--- config.mk ---
export PLATFORM = sky130hd
export DESIGN_NAME = bounded_priority_event_queue_unit
export DESIGN_NICKNAME = d
export VERILOG_FILES = /design/src/rtl/core/bpeq_pkg.sv /design/src/rtl/core/bpeq_ctrl.sv /design/src/rtl/core/bpeq_dpath.sv /design/src/rtl/core/bounded_priority_event_queue_unit.sv
export SDC_FILE = /design/constraint.sdc
export NUM_CORES = 1
export LEC_CHECK = 0
export CORE_MARGIN = 5
export CORE_UTILIZATION = 30
export CTS_CLUSTER_SIZE = 28
export DETAILED_ROUTE_END_ITERATION = 8
export DONT_BUFFER_PORTS = 1
export GPL_TIMING_DRIVEN = 0
export SLEW_MARGIN = 10
export SYNTH_ARGS = -nofsm -noshare
export SYNTH_HDL_FRONTEND = slang
export SYNTH_SLANG_ARGS = --single-unit
--- constraint.sdc ---
create_clock -name clk -period 16.3 [get_ports clk]
set_input_delay 4.075 -clock clk [delete_from_list [all_inputs] [get_ports clk]]
set_output_delay 4.075 -clock clk [all_outputs]
set_load 0.01 [all_outputs]
--- src/rtl/core/bpeq_pkg.sv ---
// Package with the shared types and codes of the bounded priority event queue.
`timescale 1ns / 1ps

package bpeq_pkg;

  // Field widths fixed by the interface.
  localparam int PRIO_W    = 8;
  localparam int PAYLOAD_W = 32;
  localparam int STATUS_W  = 2;
  localparam int FILL_W    = 5;
  localparam int CAP_W     = 5;
  localparam int CFG_IDX_W = 1;

  // Request codes.
  localparam logic REQ_SEND = 1'b0;
  localparam logic REQ_TAKE = 1'b1;

  // Result status codes.
  localparam logic [STATUS_W-1:0] ST_OK    = 2'd0;
  localparam logic [STATUS_W-1:0] ST_FULL  = 2'd1;
  localparam logic [STATUS_W-1:0] ST_EMPTY = 2'd2;

  // Configuration register indexes.
  localparam logic [CFG_IDX_W-1:0] REG_QUEUE_MODE = 1'd0;
  localparam logic [CFG_IDX_W-1:0] REG_CAPACITY   = 1'd1;

  // Queue modes.
  localparam logic MODE_FIFO = 1'b0;
  localparam logic MODE_PRIO = 1'b1;

  // Reset value of the capacity register.
  localparam logic [CAP_W-1:0] CAPACITY_RESET = 5'd16;

  // Commands from the controller to the datapath.
  typedef struct packed {
    logic latch;    // capture the accepted request
    logic compare;  // register the per-slot priority compares
    logic commit;   // update the queue and load the output register
  } cmd_t;

  // Status from the datapath to the controller.
  typedef struct packed {
    logic req_take;   // captured request is a take
    logic prio_mode;  // queue is in priority mode
    logic out_free;   // output register can take a result this cycle
  } sts_t;

endpackage

--- src/rtl/core/bpeq_ctrl.sv ---
// Controller state machine that sequences one request at a time.
`timescale 1ns / 1ps

module bpeq_ctrl (
  input  logic          clk,
  input  logic          rst,
  input  logic          in_valid,
  output logic          in_ready,
  input  bpeq_pkg::sts_t sts,
  output bpeq_pkg::cmd_t cmd
);

  localparam logic [1:0] S_IDLE    = 2'd0;
  localparam logic [1:0] S_COMPARE = 2'd1;
  localparam logic [1:0] S_COMMIT  = 2'd2;

  logic [1:0] state;
  logic [1:0] state_next;

  assign in_ready = (state == S_IDLE);

  // Next state and commands.
  always_comb begin
    state_next  = state;
    cmd.latch   = 1'b0;
    cmd.compare = 1'b0;
    cmd.commit  = 1'b0;
    unique case (state)
      S_IDLE: begin
        if (in_valid) begin
          cmd.latch  = 1'b1;
          state_next = S_COMPARE;
        end
      end
      S_COMPARE: begin
        // Only a send in priority mode needs the compare results.
        if (!sts.req_take && sts.prio_mode) begin
          cmd.compare = 1'b1;
        end
        state_next = S_COMMIT;
      end
      S_COMMIT: begin
        // Hold here while the previous result still waits for its transfer.
        if (sts.out_free) begin
          cmd.commit = 1'b1;
          state_next = S_IDLE;
        end
      end
      default: begin
        state_next = S_IDLE;
      end
    endcase
  end

  always_ff @(posedge clk) begin
    if (rst) begin
      state <= S_IDLE;
    end else begin
      state <= state_next;
    end
  end

  // The queue is updated only when the output register has room.
  a_commit_free: assert property (@(posedge clk) disable iff (rst)
    cmd.commit |-> sts.out_free)
    else $error("commit issued while output register busy");

  // A request is always followed by its compare step.
  a_latch_seq: assert property (@(posedge clk) disable iff (rst)
    cmd.latch |=> state == S_COMPARE)
    else $error("accepted request did not proceed to compare");

  // The compare step always leads to commit.
  a_compare_seq: assert property (@(posedge clk) disable iff (rst)
    state == S_COMPARE |=> state == S_COMMIT)
    else $error("compare step not followed by commit");

endmodule

--- src/rtl/core/bpeq_dpath.sv ---
// Datapath: row of event slots, compare cells, config registers and output register.
`timescale 1ns / 1ps

module bpeq_dpath #(
  parameter int QUEUE_DEPTH = 16
) (
  input  logic                              clk,
  input  logic                              rst,
  input  bpeq_pkg::cmd_t                    cmd,
  output bpeq_pkg::sts_t                    sts,
  input  logic                              req_type,
  input  logic [bpeq_pkg::PRIO_W-1:0]       event_priority,
  input  logic [bpeq_pkg::PAYLOAD_W-1:0]    event_payload,
  input  logic                              cfg_write,
  input  logic [bpeq_pkg::CFG_IDX_W-1:0]    cfg_index,
  input  logic [bpeq_pkg::CAP_W-1:0]        cfg_data,
  output logic                              out_valid,
  input  logic                              out_ready,
  output logic [bpeq_pkg::STATUS_W-1:0]     status,
  output logic [bpeq_pkg::PRIO_W-1:0]       out_priority,
  output logic [bpeq_pkg::PAYLOAD_W-1:0]    out_payload,
  output logic [bpeq_pkg::FILL_W-1:0]       fill_level
);

  localparam int CNT_W = $clog2(QUEUE_DEPTH + 1);
  localparam int CMP_W = (CNT_W > bpeq_pkg::CAP_W) ? CNT_W : bpeq_pkg::CAP_W;
  localparam int LVL   = $clog2(QUEUE_DEPTH);

  // Slot storage, slot 0 is the head.
  logic [bpeq_pkg::PRIO_W-1:0]    slot_prio [QUEUE_DEPTH];
  logic [bpeq_pkg::PAYLOAD_W-1:0] slot_payload [QUEUE_DEPTH];
  logic [CNT_W-1:0]               count;

  // Configuration registers.
  logic                           queue_mode;
  logic [bpeq_pkg::CAP_W-1:0]     capacity;

  // Captured request.
  logic                           req_take;
  logic [bpeq_pkg::PRIO_W-1:0]    req_prio;
  logic [bpeq_pkg::PAYLOAD_W-1:0] req_payload;

  // Compare results and insertion decode.
  logic [QUEUE_DEPTH-1:0] gt_now;
  logic [QUEUE_DEPTH-1:0] gt_vec;
  logic [QUEUE_DEPTH-1:0] eff_gt;
  logic [QUEUE_DEPTH-1:0] incl;
  logic [QUEUE_DEPTH-1:0] shift_in;
  logic [QUEUE_DEPTH-1:0] put_here;
  logic                   any_gt;
  logic                   full;
  logic                   do_take;
  logic                   do_insert;

  assign sts.req_take  = req_take;
  assign sts.prio_mode = (queue_mode == bpeq_pkg::MODE_PRIO);
  assign sts.out_free  = !out_valid || out_ready;

  // Configuration writes.
  always_ff @(posedge clk) begin
    if (rst) begin
      queue_mode <= bpeq_pkg::MODE_FIFO;
      capacity   <= bpeq_pkg::CAPACITY_RESET;
    end else if (cfg_write) begin
      unique case (cfg_index)
        bpeq_pkg::REG_QUEUE_MODE: queue_mode <= cfg_data[0];
        bpeq_pkg::REG_CAPACITY:   capacity   <= cfg_data;
        default: ;
      endcase
    end
  end

  // Request capture and compare register.
  always_ff @(posedge clk) begin
    if (cmd.latch) begin
      req_take    <= (req_type == bpeq_pkg::REQ_TAKE);
      req_prio    <= event_priority;
      req_payload <= event_payload;
    end
    if (cmd.compare) begin
      gt_vec <= gt_now;
    end
  end

  // Full when the fill reaches the capacity or the physical depth.
  assign full = (CMP_W'(count) >= CMP_W'(capacity)) ||
                (count == CNT_W'(QUEUE_DEPTH));
  assign do_take   = req_take && (count != '0);
  assign do_insert = !req_take && !full;

  // In FIFO mode no compare hits, so the new event lands at the tail.
  assign eff_gt = sts.prio_mode ? gt_vec : '0;

  // Prefix OR of the hits marks the insertion point and the slots behind it.
  always_comb begin
    incl = eff_gt;
    for (int k = 0; k < LVL; k++) begin
      incl = incl | (incl << (1 << k));
    end
  end

  assign shift_in = incl << 1;
  assign any_gt   = incl[QUEUE_DEPTH-1];

  // One compare cell per slot.
  for (genvar g = 0; g < QUEUE_DEPTH; g++) begin : g_cell
    logic [bpeq_pkg::PRIO_W-1:0]    prev_prio;
    logic [bpeq_pkg::PAYLOAD_W-1:0] prev_payload;
    logic [bpeq_pkg::PRIO_W-1:0]    next_prio;
    logic [bpeq_pkg::PAYLOAD_W-1:0] next_payload;

    if (g > 0) begin : g_prev
      assign prev_prio    = slot_prio[g-1];
      assign prev_payload = slot_payload[g-1];
    end else begin : g_noprev
      assign prev_prio    = slot_prio[g];
      assign prev_payload = slot_payload[g];
    end

    if (g < QUEUE_DEPTH - 1) begin : g_next
      assign next_prio    = slot_prio[g+1];
      assign next_payload = slot_payload[g+1];
    end else begin : g_nonext
      assign next_prio    = slot_prio[g];
      assign next_payload = slot_payload[g];
    end

    assign gt_now[g] = (CNT_W'(g) < count) && (req_prio > slot_prio[g]);

    // The first strictly lower slot, or the tail when none is lower.
    assign put_here[g] = (eff_gt[g] && !shift_in[g]) ||
                         (!any_gt && (count == CNT_W'(g)));

    always_ff @(posedge clk) begin
      if (cmd.commit && do_take) begin
        slot_prio[g]    <= next_prio;
        slot_payload[g] <= next_payload;
      end else if (cmd.commit && do_insert) begin
        if (shift_in[g]) begin
          slot_prio[g]    <= prev_prio;
          slot_payload[g] <= prev_payload;
        end else if (put_here[g]) begin
          slot_prio[g]    <= req_prio;
          slot_payload[g] <= req_payload;
        end
      end
    end
  end

  // Fill count.
  always_ff @(posedge clk) begin
    if (rst) begin
      count <= '0;
    end else if (cmd.commit) begin
      if (do_take) begin
        count <= count - CNT_W'(1);
      end else if (do_insert) begin
        count <= count + CNT_W'(1);
      end
    end
  end

  // Output register, one result per request.
  always_ff @(posedge clk) begin
    if (rst) begin
      out_valid <= 1'b0;
    end else if (cmd.commit) begin
      out_valid <= 1'b1;
    end else if (out_ready) begin
      out_valid <= 1'b0;
    end
  end

  always_ff @(posedge clk) begin
    if (cmd.commit) begin
      out_priority <= '0;
      out_payload  <= '0;
      status       <= bpeq_pkg::ST_OK;
      if (req_take) begin
        if (count == '0) begin
          status     <= bpeq_pkg::ST_EMPTY;
          fill_level <= bpeq_pkg::FILL_W'(count);
        end else begin
          out_priority <= slot_prio[0];
          out_payload  <= slot_payload[0];
          fill_level   <= bpeq_pkg::FILL_W'(count - CNT_W'(1));
        end
      end else if (full) begin
        status     <= bpeq_pkg::ST_FULL;
        fill_level <= bpeq_pkg::FILL_W'(count);
      end else begin
        fill_level <= bpeq_pkg::FILL_W'(count + CNT_W'(1));
      end
    end
  end

  // The fill count only moves on a commit.
  a_count_stable: assert property (@(posedge clk) disable iff (rst)
    !cmd.commit |=> $stable(count))
    else $error("fill count changed without a commit");

  // The reported fill matches the stored count after each commit.
  a_fill_match: assert property (@(posedge clk) disable iff (rst)
    cmd.commit |=> fill_level == bpeq_pkg::FILL_W'(count))
    else $error("reported fill level differs from stored count");

  // The count never passes the physical depth.
  a_count_bound: assert property (@(posedge clk) disable iff (rst)
    count <= CNT_W'(QUEUE_DEPTH))
    else $error("fill count above queue depth");

endmodule

--- src/rtl/core/bounded_priority_event_queue_unit.sv ---
// Top level of the bounded priority event queue.
//
//   channel   direction  handshake              fields
//   in        input      in_valid / in_ready    req_type, event_priority, event_payload
//   out       output     out_valid / out_ready  status, out_priority, out_payload, fill_level
//   cfg       input      cfg_valid / cfg_ready  cfg_index, cfg_data
//
// Each request passes through the compare step and then the commit step
// before the input is free again; only a priority-mode send registers the
// compare cell results in the compare step. One request is in flight at a time.
// The commit step waits while the output register still holds an untaken
// result. Reset clears the fill count, the mode (FIFO), the capacity (16)
// and the controller; slot contents are not cleared.
`timescale 1ns / 1ps

module bounded_priority_event_queue_unit #(
  parameter int QUEUE_DEPTH = 16
) (
  input  logic                              clk,
  input  logic                              rst,
  input  logic                              in_valid,
  output logic                              in_ready,
  input  logic                              req_type,
  input  logic [bpeq_pkg::PRIO_W-1:0]       event_priority,
  input  logic [bpeq_pkg::PAYLOAD_W-1:0]    event_payload,
  output logic                              out_valid,
  input  logic                              out_ready,
  output logic [bpeq_pkg::STATUS_W-1:0]     status,
  output logic [bpeq_pkg::PRIO_W-1:0]       out_priority,
  output logic [bpeq_pkg::PAYLOAD_W-1:0]    out_payload,
  output logic [bpeq_pkg::FILL_W-1:0]       fill_level,
  input  logic                              cfg_valid,
  output logic                              cfg_ready,
  input  logic [bpeq_pkg::CFG_IDX_W-1:0]    cfg_index,
  input  logic [bpeq_pkg::CAP_W-1:0]        cfg_data
);

  bpeq_pkg::cmd_t cmd;
  bpeq_pkg::sts_t sts;

  // Configuration writes are always taken.
  assign cfg_ready = 1'b1;

  bpeq_ctrl u_ctrl (
    .clk      (clk),
    .rst      (rst),
    .in_valid (in_valid),
    .in_ready (in_ready),
    .sts      (sts),
    .cmd      (cmd)
  );

  bpeq_dpath #(
    .QUEUE_DEPTH (QUEUE_DEPTH)
  ) u_dpath (
    .clk            (clk),
    .rst            (rst),
    .cmd            (cmd),
    .sts            (sts),
    .req_type       (req_type),
    .event_priority (event_priority),
    .event_payload  (event_payload),
    .cfg_write      (cfg_valid && cfg_ready),
    .cfg_index      (cfg_index),
    .cfg_data       (cfg_data),
    .out_valid      (out_valid),
    .out_ready      (out_ready),
    .status         (status),
    .out_priority   (out_priority),
    .out_payload    (out_payload),
    .fill_level     (fill_level)
  );

endmodule
==> results of run 1 <==
==> sequential cells by signal, indices dropped and copies added, names as in the netlist <==
signal                flops
u_dpath.slot_payload    512
u_dpath.slot_prio       128
u_dpath.out_payload      32
u_dpath.req_payload      32
u_dpath.gt_vec           16
u_dpath.out_priority      8
u_dpath.req_prio          8
u_dpath.capacity          5
u_dpath.count             5
u_dpath.fill_level        5
u_ctrl.state              2
u_dpath.status            2
u_dpath.out_valid         1
u_dpath.queue_mode        1
u_dpath.req_take          1
==> routing by layer <==
layer	part of all wire	routed length (microns)	track usage	vias to the layer above
li1	-	-	-	11700
met1	0.43	57900	0.250	13600
met2	0.43	57900	0.279	1279
met3	0.099	13300	0.0538	289
met4	0.041	5450	0.0651	2
met5	0.00014	19	0	-
==> worst max-delay path: stages <==
cell and delay, ns:
nand2b_1 0.10, nand2_1 0.24, or3_1 0.50, nor2_1 0.58
clkbuf_1 0.94, nand3_2 0.42, buf_2 0.39, o211ai_1 0.20
buf_4 0.24, buf_4 0.23, buf_4 0.22, buf_4 0.20
==> final timing paths <==
| check | from | to | depth (start not counted) |
|---|---|---|---|
| setup / recovery | out_ready | u_dpath.slot_payload[0][38] | 12 |
| hold / removal | u_dpath.capacity[3] | u_dpath.capacity[3] | 2 |
| setup reg to reg | u_dpath.count[0] | u_dpath.slot_payload[0][38] | 15 |
| hold reg to reg | u_dpath.capacity[3] | u_dpath.capacity[3] | 2 |
==> through the flow <==
stage	power (W)	hold slack (ns)	util	area, sq um	instances
after floorplan	0.00229	0.430	-	40500	2947
after global placement	0.00236	0.446	0.320	42700	4715
after detailed placement	0.00236	0.454	0.325	43500	4759
after CTS	0.00434	0.466	0.346	46300	4921
after global routing	0.00443	0.484	0.346	46300	4921
final	0.00431	0.464	0.346	46300	4923
==> layout make-up <==
| cell class | count | share of cell area |
|---|---|---|
| repair buffers | 44 | 0.0141 |
| flip-flops and latches | 758 | 0.488 |
| multi-input cells | 1833 | 0.355 |
| inverters | 164 | 0.0133 |
| well taps | 1768 | 0.0477 |
| clock inverters | 43 | 0.00983 |
| clock buffers | 119 | 0.0507 |
| diodes | 2 | 0.000108 |
| plain buffers | 192 | 0.0209 |
==> logic make-up (layout without fill, tap and decap cells) <==
group                      Yosys count  in the layout  share of synthesized area
other                                1              3                  0.0000925
adders and majority gates          138            138                     0.0426
AOI/OAI and AO/OA                  414            414                     0.0816
DFF                                758            758                      0.558
xor gates and xnor gates             5              5                    0.00108
and+or+nand+nor                    355            355                     0.0485
buffers and inverters              356            562                     0.0389
muxes                              920            920                      0.229
==> power groups by stage <==
stage          clock network (W)  registers [W]  logic [W]
2_1_floorplan                  0        0.00220  0.0000948
3_3_place_gp                   0        0.00222   0.000143
3_5_place_dp                   0        0.00221   0.000151
4_1_cts                  0.00202        0.00217   0.000151
5_1_grt                  0.00209        0.00217   0.000167
6_report                 0.00198        0.00217   0.000153
==> placed cells by master, fill, tap and decap left out, types with 34 or more instances in the layout <==
master,Yosys,layout
a21oi_1,94,93
and3_1,45,45
buf_4,14,37
clkbuf_1,104,130
clkbuf_16,0,89
clkinv_1,32,50
edfxtp_1,744,744
ha_1,138,138
inv_1,131,131
mux2i_1,854,854
nand2_1,35,34
nand2b_1,48,47
nor2_1,78,78
o21ai_0,55,52
o221a_2,114,114
o22a_1,34,34
==> impl_metrics.py, run 1 <==
metrics = {
    "drt": {
        "route.detailed.drc": 0,
        "vias": 26800,
        "routed_wl_mm": 135,
        "ant_nets": 0,
        "avgRoutedWirePerCell_microns": 27.3,
        "dr.pass1.iters": 8,
        "viasPerCell": 5.45,
        "drt_first_iter_violations": 3059,
    },
    "logic_synthesis": {
        "yosysTopAreaCellShare": 0.551,
        "synthTopCellsByArea": "edfxtp_1 (55%), mux2i_1 (21%), ha_1 (4.3%)",
        "postSynthAreaPerCell_sq_um": 13.8,
        "syn_area_sq_um": 40500,
        "synth_most_common_cell": "mux2i_1",
        "synth_flop_cell": "edfxtp_1",
        "synth_fp_nets": 3137,
        "synth_edf_count": 744,
        "ys_types": 67,
        "yosysSeqAreaShare": 0.558,
        "synth_seq_cells": 758,
        "syn-instance-count": 2947,
        "ys_warn_count": 0,
        "synth_top_area_cell": "edfxtp_1",
        "async_flop_share": 0,
        "synth_common_cells": "mux2i_1 (854), edfxtp_1 (744), ha_1 (138)",
    },
    "global_routing": {
        "globalRouteTotalUtil": 0.184,
        "grt-ovfl-total": 0,
        "antenna_found_initial": 6,
        "grt_pass1_wl_mm": 192,
        "grt_pass1_vias": 26700,
        "grt_max_degree": 43,
    },
    "setup_path": {
        "crit_path_end_kind": "register",
        "r2r_slack_ns": 10.48,
        "arrival_ns": 8.35,
        "required_ns": 16.68,
        "critPathMaxFanout": 10,
        "start_kind": "primary input",
        "crit_type": "primary input to register",
    },
    "floorplanning": {
        "die-area_sq_um": 143000,
        "initial_core_util": 0.303,
        "core_sq_um": 134000,
        "die_h_microns": 378,
        "num_rows": 134,
        "die_w_microns": 378,
        "ioPinCount": 102,
    },
    "clock_network": {
        "cts.reportedPaths.clkPinSlew_ns": 0.06,
        "cts_buffers": 88,
        "hold_buffers": 0,
        "htree_levels": 3,
        "cts_tree": "yes",
        "cts_resized": 0,
        "cts_buffer_depth": 3,
        "clock_latency_ns": 0.69,
        "postCtsSetupBuffers": 0,
        "cts_sinks": 758,
        "ctsRootBufferMaster": "clkbuf_16",
    },
    "power_and_ir_drop": {
        "p_leak_nw": 18.4,
        "p_switching_w": 0.000979,
        "swShare": 0.227,
        "pwr-share-seq": 0.505,
        "irDropWorstVdd_v": 0.0000720,
        "p_per_area_nw_per_um2": 92.9,
        "clkPwrFrac": 0.460,
        "comb_power_share": 0.036,
        "internal-power_w": 0.00333,
    },
    "final_layout": {
        "synthToLayoutAreaGrowth_pct": 14.3,
        "final.fill_count": 13100,
        "regArea_sq_um": 22600,
        "multi_input_area_sq_um": 16500,
        "drive_above_1_share": 0.138,
        "finish.net_count": 3271,
    },
    "timing": {
        "tightest_slew_ns": 1.42,
        "max_freq_ghz": 0.125,
        "fin_crit_sh": 0.489,
        "tns_ns": 0,
        "maxSlewViolCount": 0,
        "relSlewSlack": 0.0466,
        "finalHoldViolCount": 0,
        "setup_viol": 0,
        "rsz0062_at_grt": "no",
        "clock_skew_ns": 0.0230,
        "fin_ws_ns": 8.33,
        "period_minus_slack_ns": 7.97,
    },
    "run": {
        "maxCapViolCount": 0,
    },
    "min_path": {
        "hold_class": "register to register",
    },
    "placement": {
        "place.detailed.hpwl_mm": 92.8,
        "port_buffers": 0,
        "place.gp.congestion": 0.937,
        "pre_cts_ws_ns": 7.88,
    },
    "outcome": {
        "status": "finished, final reports clean",
    },
}
No activity file was read; power rests on OpenSTA's default activity.
==> run 2, diff against run 1 <==
clock period = 6.9 ns   (was 16.3 ns; I/O delays follow)
==> run 2 against run 1 <==
Critical path depth is 3 higher. Total power up 140%. Global-route usage did not move. Clock skew is essentially flat. Design area unchanged. Final cell count stayed put. Flip-flop and latch count stayed put. Count of clock-buffer cells in the layout did not move. Via count about the same. Largest power group unchanged.
==> impl_metrics.py, run 2 (synthesized netlist as in run 1, its figures left out) <==
metrics = {
    "outcome": {
        "status": "finished, final reports clean",
    },
    "timing": {
        "rsz0062_at_grt": "no",
        "period_minus_slack_ns": 5.75,
        "setup_viol": 0,
        "fin_crit_sh": 0.834,
        "tns_ns": 0,
        "clock_skew_ns": 0.0235,
        "fin_ws_ns": 1.15,
        "max_freq_ghz": 0.174,
        "tightest_slew_ns": 1.41,
        "maxSlewViolCount": 0,
        "relSlewSlack": 0.0542,
        "finalHoldViolCount": 0,
    },
    "final_layout": {
        "drive_above_1_share": 0.138,
        "postLayoutCoreUtil": 0.346,
        "layout_commonest_cell": "mux2i_1",
        "layout_common_cells": "mux2i_1 (854), edfxtp_1 (744), ha_1 (138), inv_1 (131), clkbuf_1 (130)",
        "largestRegisters": "u_dpath.slot_payload x512, u_dpath.slot_prio x128",
        "final.fill_count": 13100,
        "largest_register": "u_dpath.slot_payload",
        "synthToLayoutAreaGrowth_pct": 14.3,
        "largest_register_ff_count": 512,
        "finish.net_count": 3271,
    },
    "floorplanning": {
        "num_rows": 134,
        "die-area_sq_um": 143000,
        "initial_core_util": 0.303,
        "die_w_microns": 378,
        "ioPinCount": 102,
        "core_sq_um": 134000,
        "die_h_microns": 378,
    },
    "clock_network": {
        "ctsRootBufferMaster": "clkbuf_16",
        "cts_buffers": 88,
        "hold_buffers": 0,
        "postCtsSetupBuffers": 0,
        "cts_resized": 0,
        "cts_tree": "yes",
        "cts_buffer_depth": 3,
        "cts_sinks": 758,
        "cts.reportedPaths.clkPinSlew_ns": 0.06,
        "clock_latency_ns": 0.69,
        "htree_levels": 3,
    },
    "placement": {
        "port_buffers": 0,
        "pre_cts_ws_ns": 0.827,
        "place.detailed.hpwl_mm": 92.8,
        "place.gp.congestion": 0.937,
    },
    "setup_path": {
        "arrival_ns": 6.13,
        "required_ns": 7.28,
        "worstReg2RegStart": "u_dpath.count[0]",
        "crit_type": "register to register",
        "r2r_slack_ns": 1.15,
        "r2r_end": "u_dpath.slot_payload[0][38]",
        "start_kind": "register",
        "critPathLaunch": "u_dpath.count[0]",
        "critPathMaxFanout": 10,
        "crit_path_end_kind": "register",
        "r2r.worst_path.cells": 15,
    },
    "drt": {
        "dr.pass1.iters": 7,
        "viasPerCell": 5.45,
        "ant_nets": 0,
        "vias": 26800,
        "drt_first_iter_violations": 3066,
        "route.detailed.drc": 0,
        "avgRoutedWirePerCell_microns": 27.3,
        "routed_wl_mm": 135,
    },
    "global_routing": {
        "globalRouteTotalUtil": 0.184,
        "grt-ovfl-total": 0,
        "grt_pass1_vias": 26700,
        "grt_pass1_wl_mm": 192,
        "grt_max_degree": 43,
        "antenna_found_initial": 6,
    },
    "power_and_ir_drop": {
        "p_leak_nw": 18.4,
        "p_per_area_nw_per_um2": 220,
        "irDropWorstVdd_v": 0.000170,
    },
    "min_path": {
        "hold_depth": 2,
        "hold_path_startpoint": "u_dpath.capacity[3]",
        "min_to": "u_dpath.capacity[3]",
        "hold_class": "register to register",
    },
    "run": {
        "maxCapViolCount": 0,
    },
}
## run 2: cell counts in the layout (fill, tap and decap cells not counted)
No cell type changed its count.
## run 2: worst max-delay path by stage
| stage | slack, ns | cells past startpoint | end |
|---|---|---|---|
| 6_report | 1.15 | 15 | u_dpath.slot_payload[0][38] |
| 5_1_grt | 1.14 | 15 | u_dpath.slot_payload[0][38] |
| 3_5_place_dp | 0.83 | 12 | u_dpath.slot_payload[0][45] |
| 4_1_cts | 1.42 | 15 | u_dpath.slot_payload[0][38] |
| 3_3_place_gp | -4.21 | 9 | u_dpath.slot_prio[1][31] |
| 2_1_floorplan | 0.65 | 9 | u_dpath.slot_payload[0][160] |
## run 2: power by group
| part | switching, W | total [W] | internal, W | leakage, nW |
|---|---|---|---|---|
| registers | 0.0000832 | 0.00513 | 0.00505 | 6.84 |
| clock network | 0.00198 | 0.00468 | 0.00269 | 1.36 |
| logic | 0.000244 | 0.000362 | 0.000118 | 10.2 |
| total | 0.00231 | 0.0102 | 0.00786 | 18.4 |
## run 2: worst max-delay path, stage by stage (launching register included)
cell	delay [ns]
dfxtp_1	0.38
clkbuf_1	0.33
inv_1	0.25
ha_1	0.40
nand2_1	0.12
o31ai_1	0.12
or3_1	0.42
nor2_1	0.57
clkbuf_1	0.95
nand3_2	0.41
buf_2	0.39
o211ai_1	0.20
buf_4	0.24
buf_4	0.22
buf_4	0.22
buf_4	0.20
## run 2: layout make-up
type | instances | area (sq um) | share of cell area
antenna | 2 | 5.00 | 0.000108
buffer | 192 | 968 | 0.0209
clock buffer | 119 | 2350 | 0.0507
clock inverter | 43 | 455 | 0.00983
inverter | 164 | 616 | 0.0133
multi-input combinational | 1833 | 16500 | 0.355
sequential | 758 | 22600 | 0.488
tap | 1768 | 2210 | 0.0477
timing repair buffer | 44 | 653 | 0.0141
## run 2: layer usage
layer	wire length (microns)	track usage	share of wire	vias up
met5	19	0	0.00014	-
met4	5340	0.0651	0.040	2
met1	58300	0.250	0.43	13600
li1	-	-	-	11700
met2	58000	0.279	0.43	1233
met3	12900	0.0538	0.096	276
## run 2: stage by stage
stage / hold WS, ns / area (sq um) / cells / total power [W]
finish: 0.464 / 46300 / 4923 / 0.0102
global route: 0.484 / 46300 / 4921 / 0.0105
CTS: 0.466 / 46300 / 4921 / 0.0103
detailed placement: 0.454 / 43500 / 4759 / 0.00559
global placement: 0.446 / 42700 / 4715 / 0.00558
floorplan: 0.430 / 40500 / 2947 / 0.00541
